`config.mk`:
```
export PLATFORM = sky130hd
export DESIGN_NAME = sync_header_frame_deframer_flat
export DESIGN_NICKNAME = d
export VERILOG_FILES = /design/src/hw/rtl/shf_pkg.sv /design/src/hw/rtl/shf_ifs.sv /design/src/hw/rtl/sync_header_frame_deframer.sv /design/src/hw/rtl/shf_parser.sv /design/src/hw/rtl/shf_queue.sv /design/src/hw/rtl/shf_out_stage.sv /design/src/flat_wrapper.sv
export SDC_FILE = /design/constraint.sdc
export NUM_CORES = 1
export LEC_CHECK = 0
export BUFFER_PORTS_ARGS = -buffer_cell sky130_fd_sc_hd__buf_2
export CAP_MARGIN = 25
export CORE_MARGIN = 10
export CORE_UTILIZATION = 55
export DETAILED_ROUTE_END_ITERATION = 6
export GPL_TIMING_DRIVEN = 0
export PLACE_DENSITY = 0.78
export SLEW_MARGIN = 10
export SYNTH_ARGS = -nofsm -noshare
export SYNTH_HDL_FRONTEND = slang
export SYNTH_SLANG_ARGS = --single-unit
```
`constraint.sdc`:
```
create_clock -name clock -period 2.9 [get_ports clock]
set_clock_uncertainty 0.05 [all_clocks]
set_input_delay 0.145 -clock clock [delete_from_list [all_inputs] [get_ports clock]]
set_output_delay 0.145 -clock clock [all_outputs]
set_load 0.02 [all_outputs]
```
`src/hw/rtl/shf_pkg.sv`:
```
// ----------------------------------------------------------------------------
// shf_pkg: shared types and constants for the sync header frame deframer
// Phase and status codes, register indexes, reset values, queue sizing.
// ----------------------------------------------------------------------------
package shf_pkg;

   localparam int BYTE_W      = 8;
   localparam int SUM_W       = 16;
   localparam int STATUS_W    = 2;
   localparam int CSR_INDEX_W = 2;

   localparam int QUEUE_DEPTH = 4;
   localparam int QUEUE_PTR_W = $clog2(QUEUE_DEPTH);
   localparam int QUEUE_CNT_W = $clog2(QUEUE_DEPTH + 1);

   // register reset values
   localparam logic [BYTE_W-1:0] SYNC_FIRST_RST     = 8'hEB;
   localparam logic [BYTE_W-1:0] SYNC_SECOND_RST    = 8'h90;
   localparam logic [BYTE_W-1:0] PAYLOAD_LENGTH_RST = 8'd118;

   // register indexes
   localparam logic [CSR_INDEX_W-1:0] CSR_SYNC_FIRST     = 2'd0;
   localparam logic [CSR_INDEX_W-1:0] CSR_SYNC_SECOND    = 2'd1;
   localparam logic [CSR_INDEX_W-1:0] CSR_PAYLOAD_LENGTH = 2'd2;

   typedef enum logic [2:0] {
      PH_HUNT1   = 3'd0,
      PH_HUNT2   = 3'd1,
      PH_PAYLOAD = 3'd2,
      PH_CKLO    = 3'd3,
      PH_CKHI    = 3'd4
   } phase_type;

   typedef enum logic [STATUS_W-1:0] {
      ST_BUSY = 2'd0,
      ST_GOOD = 2'd1,
      ST_BAD  = 2'd2
   } status_type;

   typedef struct packed {
      logic [BYTE_W-1:0] sync_first;
      logic [BYTE_W-1:0] sync_second;
      logic [BYTE_W-1:0] payload_length;
   } cfg_type;

   typedef struct packed {
      logic [BYTE_W-1:0]   data_byte;
      logic [BYTE_W-1:0]   byte_position;
      logic                end_of_frame;
      logic [STATUS_W-1:0] frame_status;
   } rsp_item_type;

   // handoff between front parser and queue
   typedef struct packed {
      logic         push;
      rsp_item_type item;
   } push_type;

   // handoff between queue and output stage
   typedef struct packed {
      logic         valid;
      rsp_item_type item;
   } head_type;

endpackage

```
`src/hw/rtl/shf_ifs.sv`:
```
// ----------------------------------------------------------------------------
// shf_ifs: channel interfaces of the deframer
// Received byte channel, result channel and register write channel.
// ----------------------------------------------------------------------------
interface shf_req_if;
   logic                      valid;
   logic                      ready;
   logic [shf_pkg::BYTE_W-1:0] rx_byte;

   modport source (output valid, output rx_byte, input ready);
   modport sink   (input valid, input rx_byte, output ready);
endinterface

interface shf_rsp_if;
   logic                        valid;
   logic                        ready;
   logic [shf_pkg::BYTE_W-1:0]   data_byte;
   logic [shf_pkg::BYTE_W-1:0]   byte_position;
   logic                        end_of_frame;
   logic [shf_pkg::STATUS_W-1:0] frame_status;

   modport source (output valid, output data_byte, output byte_position,
                   output end_of_frame, output frame_status, input ready);
   modport sink   (input valid, input data_byte, input byte_position,
                   input end_of_frame, input frame_status, output ready);
endinterface

interface shf_csr_if;
   logic                           valid;
   logic                           ready;
   logic [shf_pkg::CSR_INDEX_W-1:0] index;
   logic [shf_pkg::BYTE_W-1:0]      wdata;

   modport source (output valid, output index, output wdata, input ready);
   modport sink   (input valid, input index, input wdata, output ready);
endinterface

```
`src/hw/rtl/sync_header_frame_deframer.sv`:
```
// ----------------------------------------------------------------------------
// sync_header_frame_deframer: two-byte sync header frame parser
// Hunts for the header, tags payload bytes and checks the 16-bit sum.
// ----------------------------------------------------------------------------
// Usage:
//  - req_bus carries one received byte per beat. Header bytes and the
//    checksum low byte produce no result; each payload byte and the
//    checksum high byte produce exactly one beat on rsp_bus.
//  - rsp_bus: payload beats carry data and position with status busy; the
//    checksum high byte gives the last beat, end_of_frame set, position =
//    payload_length, status good or error.
//  - csr_bus: index 0 sync_first, 1 sync_second, 2 payload_length; index 3
//    is ignored. Always ready; write only while the block is idle.
//  - Throughput: one byte per cycle while the queue is not full. A result
//    is pushed into the queue at the edge that accepts its byte; the output
//    register then loads it from the queue head once that register is empty
//    or its held beat leaves.
//  - Stall: when rsp_bus is held off, results pile up in the 4-entry queue
//    plus the output register; req_bus.ready drops only when the queue is
//    full.
//  - Reset: parser back to hunting, queue and output emptied, registers
//    back to 0xEB, 0x90 and 118.
// ----------------------------------------------------------------------------
module sync_header_frame_deframer (
   input  logic      clock,
   input  logic      reset,
   shf_req_if.sink   req_bus,
   shf_rsp_if.source rsp_bus,
   shf_csr_if.sink   csr_bus
);
   import shf_pkg::*;

   cfg_type  cfg_ff, cfg_in;
   push_type push;
   head_type head;
   logic     queue_full;
   logic     pop;
   logic     byte_fire;

   // register writes
   assign csr_bus.ready = 1'b1;

   always_comb begin
      cfg_in = cfg_ff;
      if (csr_bus.valid) begin
         unique case (csr_bus.index)
            CSR_SYNC_FIRST:     cfg_in.sync_first     = csr_bus.wdata;
            CSR_SYNC_SECOND:    cfg_in.sync_second    = csr_bus.wdata;
            CSR_PAYLOAD_LENGTH: cfg_in.payload_length = csr_bus.wdata;
            default:            cfg_in = cfg_ff;
         endcase
      end
   end

   always_ff @(posedge clock) begin
      if (reset) begin
         cfg_ff.sync_first     <= SYNC_FIRST_RST;
         cfg_ff.sync_second    <= SYNC_SECOND_RST;
         cfg_ff.payload_length <= PAYLOAD_LENGTH_RST;
      end else begin
         cfg_ff <= cfg_in;
      end
   end

   // input beat taken whenever the queue has room
   assign req_bus.ready = !queue_full;
   assign byte_fire     = req_bus.valid && !queue_full;

   shf_parser u_parser (
      .clock     (clock),
      .reset     (reset),
      .byte_fire (byte_fire),
      .rx_byte   (req_bus.rx_byte),
      .cfg       (cfg_ff),
      .push      (push)
   );

   shf_queue u_queue (
      .clock (clock),
      .reset (reset),
      .push  (push),
      .pop   (pop),
      .head  (head),
      .full  (queue_full)
   );

   shf_out_stage u_out (
      .clock   (clock),
      .reset   (reset),
      .head    (head),
      .pop     (pop),
      .rsp_bus (rsp_bus)
   );

endmodule

```
`src/hw/rtl/shf_parser.sv`:
```
// ----------------------------------------------------------------------------
// shf_parser: front end of the deframer
// Byte-wise header hunt, payload tagging and checksum compare.
// ----------------------------------------------------------------------------
module shf_parser (
   input  logic                       clock,
   input  logic                       reset,
   input  logic                       byte_fire,
   input  logic [shf_pkg::BYTE_W-1:0] rx_byte,
   input  shf_pkg::cfg_type           cfg,
   output shf_pkg::push_type          push
);
   import shf_pkg::*;

   phase_type         phase_ff, phase_in;
   logic [BYTE_W-1:0] count_ff, count_in;
   logic [SUM_W-1:0]  sum_ff, sum_in;
   logic              low_ok_ff, low_ok_in;
   logic [BYTE_W:0]   taken;

   assign taken = {1'b0, count_ff} + {{BYTE_W{1'b0}}, 1'b1};

   // next state
   always_comb begin
      phase_in  = phase_ff;
      count_in  = count_ff;
      sum_in    = sum_ff;
      low_ok_in = low_ok_ff;
      if (byte_fire) begin
         unique case (phase_ff)
            PH_HUNT2: begin
               if (rx_byte == cfg.sync_second) begin
                  sum_in    = {{(SUM_W-BYTE_W){1'b0}}, cfg.sync_first}
                            + {{(SUM_W-BYTE_W){1'b0}}, cfg.sync_second};
                  count_in  = '0;
                  low_ok_in = 1'b0;
                  phase_in  = (cfg.payload_length == '0) ? PH_CKLO : PH_PAYLOAD;
               end else if (rx_byte != cfg.sync_first) begin
                  phase_in = PH_HUNT1;
               end
            end
            PH_PAYLOAD: begin
               sum_in   = sum_ff + {{(SUM_W-BYTE_W){1'b0}}, rx_byte};
               count_in = taken[BYTE_W-1:0];
               if (taken >= {1'b0, cfg.payload_length}) begin
                  phase_in = PH_CKLO;
               end
            end
            PH_CKLO: begin
               low_ok_in = (rx_byte == sum_ff[BYTE_W-1:0]);
               phase_in  = PH_CKHI;
            end
            PH_CKHI: begin
               phase_in  = PH_HUNT1;
               count_in  = '0;
               sum_in    = '0;
               low_ok_in = 1'b0;
            end
            default: begin
               phase_in = (rx_byte == cfg.sync_first) ? PH_HUNT2 : PH_HUNT1;
            end
         endcase
      end
   end

   // result for the accepted byte
   always_comb begin
      push.push               = 1'b0;
      push.item.data_byte     = rx_byte;
      push.item.byte_position = count_ff;
      push.item.end_of_frame  = 1'b0;
      push.item.frame_status  = ST_BUSY;
      unique case (phase_ff)
         PH_PAYLOAD: begin
            push.push = byte_fire;
         end
         PH_CKHI: begin
            push.push               = byte_fire;
            push.item.byte_position = cfg.payload_length;
            push.item.end_of_frame  = 1'b1;
            push.item.frame_status  =
               (low_ok_ff && (rx_byte == sum_ff[SUM_W-1:BYTE_W])) ? ST_GOOD : ST_BAD;
         end
         default: begin
            push.push = 1'b0;
         end
      endcase
   end

   always_ff @(posedge clock) begin
      if (reset) begin
         phase_ff  <= PH_HUNT1;
         count_ff  <= '0;
         sum_ff    <= '0;
         low_ok_ff <= 1'b0;
      end else begin
         phase_ff  <= phase_in;
         count_ff  <= count_in;
         sum_ff    <= sum_in;
         low_ok_ff <= low_ok_in;
      end
   end

endmodule

```
`src/hw/rtl/shf_queue.sv`:
```
// ----------------------------------------------------------------------------
// shf_queue: short result queue between parser and output stage
// Circular buffer; full flag throttles the byte input.
// ----------------------------------------------------------------------------
module shf_queue (
   input  logic              clock,
   input  logic              reset,
   input  shf_pkg::push_type push,
   input  logic              pop,
   output shf_pkg::head_type head,
   output logic              full
);
   import shf_pkg::*;

   rsp_item_type           slot_ff [QUEUE_DEPTH];
   logic [QUEUE_PTR_W-1:0] wr_ptr_ff, wr_ptr_in;
   logic [QUEUE_PTR_W-1:0] rd_ptr_ff, rd_ptr_in;
   logic [QUEUE_CNT_W-1:0] count_ff, count_in;
   logic                   do_pop;

   assign full       = (count_ff == QUEUE_CNT_W'(QUEUE_DEPTH));
   assign head.valid = (count_ff != '0);
   assign head.item  = slot_ff[rd_ptr_ff];
   assign do_pop     = pop && head.valid;

   always_comb begin
      wr_ptr_in = push.push ? wr_ptr_ff + 1'b1 : wr_ptr_ff;
      rd_ptr_in = do_pop ? rd_ptr_ff + 1'b1 : rd_ptr_ff;
      count_in  = count_ff;
      if (push.push && !do_pop) begin
         count_in = count_ff + 1'b1;
      end else if (!push.push && do_pop) begin
         count_in = count_ff - 1'b1;
      end
   end

   always_ff @(posedge clock) begin
      if (push.push) begin
         slot_ff[wr_ptr_ff] <= push.item;
      end
   end

   always_ff @(posedge clock) begin
      if (reset) begin
         wr_ptr_ff <= '0;
         rd_ptr_ff <= '0;
         count_ff  <= '0;
      end else begin
         wr_ptr_ff <= wr_ptr_in;
         rd_ptr_ff <= rd_ptr_in;
         count_ff  <= count_in;
      end
   end

endmodule

```
`src/hw/rtl/shf_out_stage.sv`:
```
// ----------------------------------------------------------------------------
// shf_out_stage: back end of the deframer
// Output register of the result channel, refilled from the queue head.
// ----------------------------------------------------------------------------
module shf_out_stage (
   input  logic              clock,
   input  logic              reset,
   input  shf_pkg::head_type head,
   output logic              pop,
   shf_rsp_if.source         rsp_bus
);
   import shf_pkg::*;

   logic         valid_ff, valid_in;
   rsp_item_type item_ff;

   // load when empty or when the held beat leaves this cycle
   assign pop      = head.valid && (!valid_ff || rsp_bus.ready);
   assign valid_in = pop ? 1'b1 : (valid_ff && !rsp_bus.ready);

   always_ff @(posedge clock) begin
      if (reset) begin
         valid_ff <= 1'b0;
      end else begin
         valid_ff <= valid_in;
      end
   end

   always_ff @(posedge clock) begin
      if (pop) begin
         item_ff <= head.item;
      end
   end

   assign rsp_bus.valid         = valid_ff;
   assign rsp_bus.data_byte     = item_ff.data_byte;
   assign rsp_bus.byte_position = item_ff.byte_position;
   assign rsp_bus.end_of_frame  = item_ff.end_of_frame;
   assign rsp_bus.frame_status  = item_ff.frame_status;

endmodule

```
`src/flat_wrapper.sv`:
```
// flat-port wrapper written by rule: the top's interface ports become plain ports
module sync_header_frame_deframer_flat import shf_pkg::*;
  (clock, reset, req_bus_valid, req_bus_rx_byte, req_bus_ready, rsp_bus_valid, rsp_bus_data_byte, rsp_bus_byte_position, rsp_bus_end_of_frame, rsp_bus_frame_status, rsp_bus_ready, csr_bus_valid, csr_bus_index, csr_bus_wdata, csr_bus_ready);
  shf_req_if req_bus_i ();
  shf_rsp_if rsp_bus_i ();
  shf_csr_if csr_bus_i ();
  input  logic clock;
  input  logic reset;
  input wire logic [$bits(req_bus_i.valid)-1:0] req_bus_valid;
  input wire logic [$bits(req_bus_i.rx_byte)-1:0] req_bus_rx_byte;
  output wire logic [$bits(req_bus_i.ready)-1:0] req_bus_ready;
  output wire logic [$bits(rsp_bus_i.valid)-1:0] rsp_bus_valid;
  output wire logic [$bits(rsp_bus_i.data_byte)-1:0] rsp_bus_data_byte;
  output wire logic [$bits(rsp_bus_i.byte_position)-1:0] rsp_bus_byte_position;
  output wire logic [$bits(rsp_bus_i.end_of_frame)-1:0] rsp_bus_end_of_frame;
  output wire logic [$bits(rsp_bus_i.frame_status)-1:0] rsp_bus_frame_status;
  input wire logic [$bits(rsp_bus_i.ready)-1:0] rsp_bus_ready;
  input wire logic [$bits(csr_bus_i.valid)-1:0] csr_bus_valid;
  input wire logic [$bits(csr_bus_i.index)-1:0] csr_bus_index;
  input wire logic [$bits(csr_bus_i.wdata)-1:0] csr_bus_wdata;
  output wire logic [$bits(csr_bus_i.ready)-1:0] csr_bus_ready;
  assign req_bus_i.valid = req_bus_valid;
  assign req_bus_i.rx_byte = req_bus_rx_byte;
  assign req_bus_ready = req_bus_i.ready;
  assign rsp_bus_valid = rsp_bus_i.valid;
  assign rsp_bus_data_byte = rsp_bus_i.data_byte;
  assign rsp_bus_byte_position = rsp_bus_i.byte_position;
  assign rsp_bus_end_of_frame = rsp_bus_i.end_of_frame;
  assign rsp_bus_frame_status = rsp_bus_i.frame_status;
  assign rsp_bus_i.ready = rsp_bus_ready;
  assign csr_bus_i.valid = csr_bus_valid;
  assign csr_bus_i.index = csr_bus_index;
  assign csr_bus_i.wdata = csr_bus_wdata;
  assign csr_bus_ready = csr_bus_i.ready;
  sync_header_frame_deframer u_core (.clock(clock), .reset(reset), .req_bus(req_bus_i), .rsp_bus(rsp_bus_i), .csr_bus(csr_bus_i));
endmodule
```
==> summary.txt <==
GRT
  • Pin count of the biggest net entering global routing: 23
  • Vias in the first global route: 5194
  • M2 GR Usage: 0.327
  • GRT overflow: 0
  • GR Util All Layers: 0.189
  • GRT Max-Usage Layer: met2
  • Met1 usage: 0.224
  • Met3 GRT Util: 0.0464
  • Initial antenna violation count: 0
  • First-pass GRT wire length: 27.0 mm

Final layout
  • Area delta synth->final: 15.7%
  • Finished layout cell area: 8420 um2
  • Layout cells sized above 1: 0.160
  • Non-filler cells, final: 858
  • Antenna diode count: 0
  • Final net count: 729
  • Util after Layout: 0.659

Placed design
  • Port-buffer cells: 43
  • Worst slack, placed: -60.3 ps
  • Placed Instance Area: 7720 um2
  • DP Wirelength: 11.6 mm
  • Placed insts: 817
  • GP Congestion: 0.937

Pwr
  • Sw frac: 0.274
  • Clk network pwr share: 0.367
  • Pleak: 3.16 nW
  • P_int: 0.00437 W
  • Combinational Power Share: 0.189
  • Psw: 0.00165 W
  • Flop pwr share: 0.443
  • Peak supply drop: 0.309 mV
  • Pwr dens: 714 nW/um2

Timing
  • Final worst path period share: 0.932
  • Maximum clock rate: 370 MHz
  • Slew @ Worst Pin: 996 ps
  • Tmin final: 2700 ps
  • Slew Viols, Final: 0
  • Worst slew margin: 0.336
  • RSZ-0062 raised after global routing: false
  • Final count of negative-setup-slack endpoints: 0
  • Final setup TNS: 0 ps
  • Number of hold violations in the final report: 0
  • Setup ws final: 198 ps

Synth
  • Post-synth EDFFs: 95
  • Top-area cell type share of the netlist area: 0.392
  • Post-synthesis net count: 658
  • Ys flop type: edfxtp_1
  • Synth warn: 0
  • Synthesized cell area: 7280 um2
  • Count leader, synth: edfxtp_1
  • Post-synth top cells: 95 x edfxtp_1, 60 x dfxtp_1, 60 x nand2_1, 40 x nor2_1, 34 x xnor2_1
  • Largest cells by area after synthesis: edfxtp_1 39%, dfxtp_1 17%, mux4_2 5.9%
  • Avg Cell Area, Syn: 12.1 um2
  • Yosys top cell by area: edfxtp_1
  • Number of synthesized register bits: 155
  • Cells after Synth: 602
  • Unique cell type count in the Yosys netlist: 61
  • Fraction of registers with async set/reset: 0
  • Sequential area share after synthesis: 0.557

Critical path
  • Worst-path fanout max: 6
  • Worst EP arrival: 2970 ps
  • Critical Path RT: 3170 ps
  • CP endpoint kind: flip-flop
  • Critical path class: flip-flop to flip-flop
  • Setup crit start kind: flip-flop

Clocking
  • Clk slew on worst S/H paths: 60 ps
  • CTS max path bufs: 2
  • CTS buffer count: 17
  • CTS HTree Levels: 4
  • Clock sink count: 155
  • Worst skew pair latency: 430 ps
  • CTS tree: yes
  • Root buf cell: clkbuf_16
  • Post-CTS Setup Inserts: 0

Floorplanning
  • I/O Pins: 45
  • Total Die Area: 18200 um2
  • Core Rows: 41
  • Die Ht: 135 um
  • Initial Util: 0.570
  • Core ar.: 12800 um2
  • Chip width: 135 um

Route
  • Drt wl/cell: 19.3 um
  • Final WL: 16.5 mm
  • Via count: 5069
  • Initial DRC Count: 395
  • Drt via density: 5.91
  • DRT antenna net count: 0
  • Initial DRT Pass Iterations: 5
  • DRC viols: 0

Outcome
  • Outcome: finished clean

Flow run
  • # Max-Cap Violations: 0

Min path
  • Worst Hold Class: input port to flip-flop
flip-flops by register name (all words and copies together), names as in the netlist:
register and cells:
u_core.cfg_ff 24, u_core.u_out.rsp_bus.byte_position 8, u_core.u_out.rsp_bus.data_byte 8, u_core.u_out.rsp_bus.end_of_frame 1
u_core.u_out.rsp_bus.frame_status 2, u_core.u_out.rsp_bus.valid 1, u_core.u_parser.count_ff 8, u_core.u_parser.low_ok_ff 1
u_core.u_parser.phase_ff 3, u_core.u_parser.sum_ff 16, u_core.u_queue.count_ff 3, u_core.u_queue.rd_ptr_ff 2
u_core.u_queue.slot_ff 76, u_core.u_queue.wr_ptr_ff 2
critical path: stages, from the launching register on:
cell and delay [ps]:
dfxtp_1 410, and3_1 260, and3_1 270, and3_1 200, xor2_1 210, ha_1 280
nand3_1 100, o22ai_1 70, nor4_1 220, o31ai_1 160, and3_1 170, a31o_2 200
layer usage:
metal / vias up / share of wire / wire length, um
met2: 153 / 0.51 / 8460
li1: 2381 / - / -
met3: 26 / 0.061 / 1010
met4: 0 / 0.019 / 308
met5: - / 0 / 0
met1: 2509 / 0.41 / 6770
final timing paths:
check / startpoint / slack, ps / to / cells past startpoint
worst max-delay path: u_core.u_parser.count_ff[2] / 200 / u_core.u_parser.phase_ff[2] / 11
worst min-delay path: req_bus_rx_byte[0] / 60 / u_core.u_queue.slot_ff[3][11] / 1
worst max register to register: u_core.u_parser.count_ff[2] / 200 / u_core.u_parser.phase_ff[2] / 11
worst min register to register: u_core.cfg_ff[7] / 430 / u_core.cfg_ff[7] / 2
area by class of cell:
class	instances	area [um2]
fillers	928	4360
flip-flops and latches	155	4060
multi-input cells	404	3070
clock buffers	20	457
repair buffers	52	305
well taps	172	215
clock inverters	12	136
plain buffers	23	100
inverters	20	75.1
metrics by stage:
step | power (W) | hold slack, ps
2_1_floorplan | 0.00348 | 194
3_3_place_gp | 0.00380 | 350
3_5_place_dp | 0.00385 | 361
4_1_cts | 0.00607 | 31.8
5_1_grt | 0.00627 | 42.3
6_report | 0.00601 | 55.9
power groups by stage:
stage	sequential, W	clock, W	combinational (W)
3_3_place_gp	0.00271	0	0.00109
2_1_floorplan	0.00290	0	0.000583
4_1_cts	0.00267	0.00224	0.00116
6_report	0.00267	0.00221	0.00114
5_1_grt	0.00269	0.00233	0.00124
3_5_place_dp	0.00272	0	0.00114
logic make-up after synthesis:
logic type                 share of synthesized area
AOI/OAI and AO/OA                             0.0948
xor gates and xnor gates                      0.0518
adders and majority gates                     0.0598
buffers and inverters                         0.0241
DFF                                            0.557
muxes                                         0.0905
other                                       0.000515
and+or+nand+nor                                0.121
placed cells by master (no fill, tap or decap), types with 6 or more instances in the layout:
cell type / n
o211ai_1: 8
xnor2_1: 34
mux2i_1: 23
a21oi_1: 25
and3_1: 7
mux4_2: 19
buf_2: 45
nor2_1: 39
clkbuf_16: 17
dfxtp_1: 59
and2_1: 6
nand4_1: 9
o21ai_0: 26
nand3_1: 7
a211oi_1: 6
nand2b_1: 9
dlygate4sd3_1: 9
inv_1: 18
edfxtp_1: 95
nand3b_1: 6
nand2_1: 60
xor2_1: 9
nor3_1: 12
clkbuf_1: 16
ha_1: 29
a21o_1: 6
what timing repair did:
action	CTS	global route
hold buffers	9	0
pin swaps	0	0
gates resized for setup	1	4
setup endpoints to repair	1	30
endpoints found under the hold margin	25	0
No activity file was read; power rests on OpenSTA's default activity.
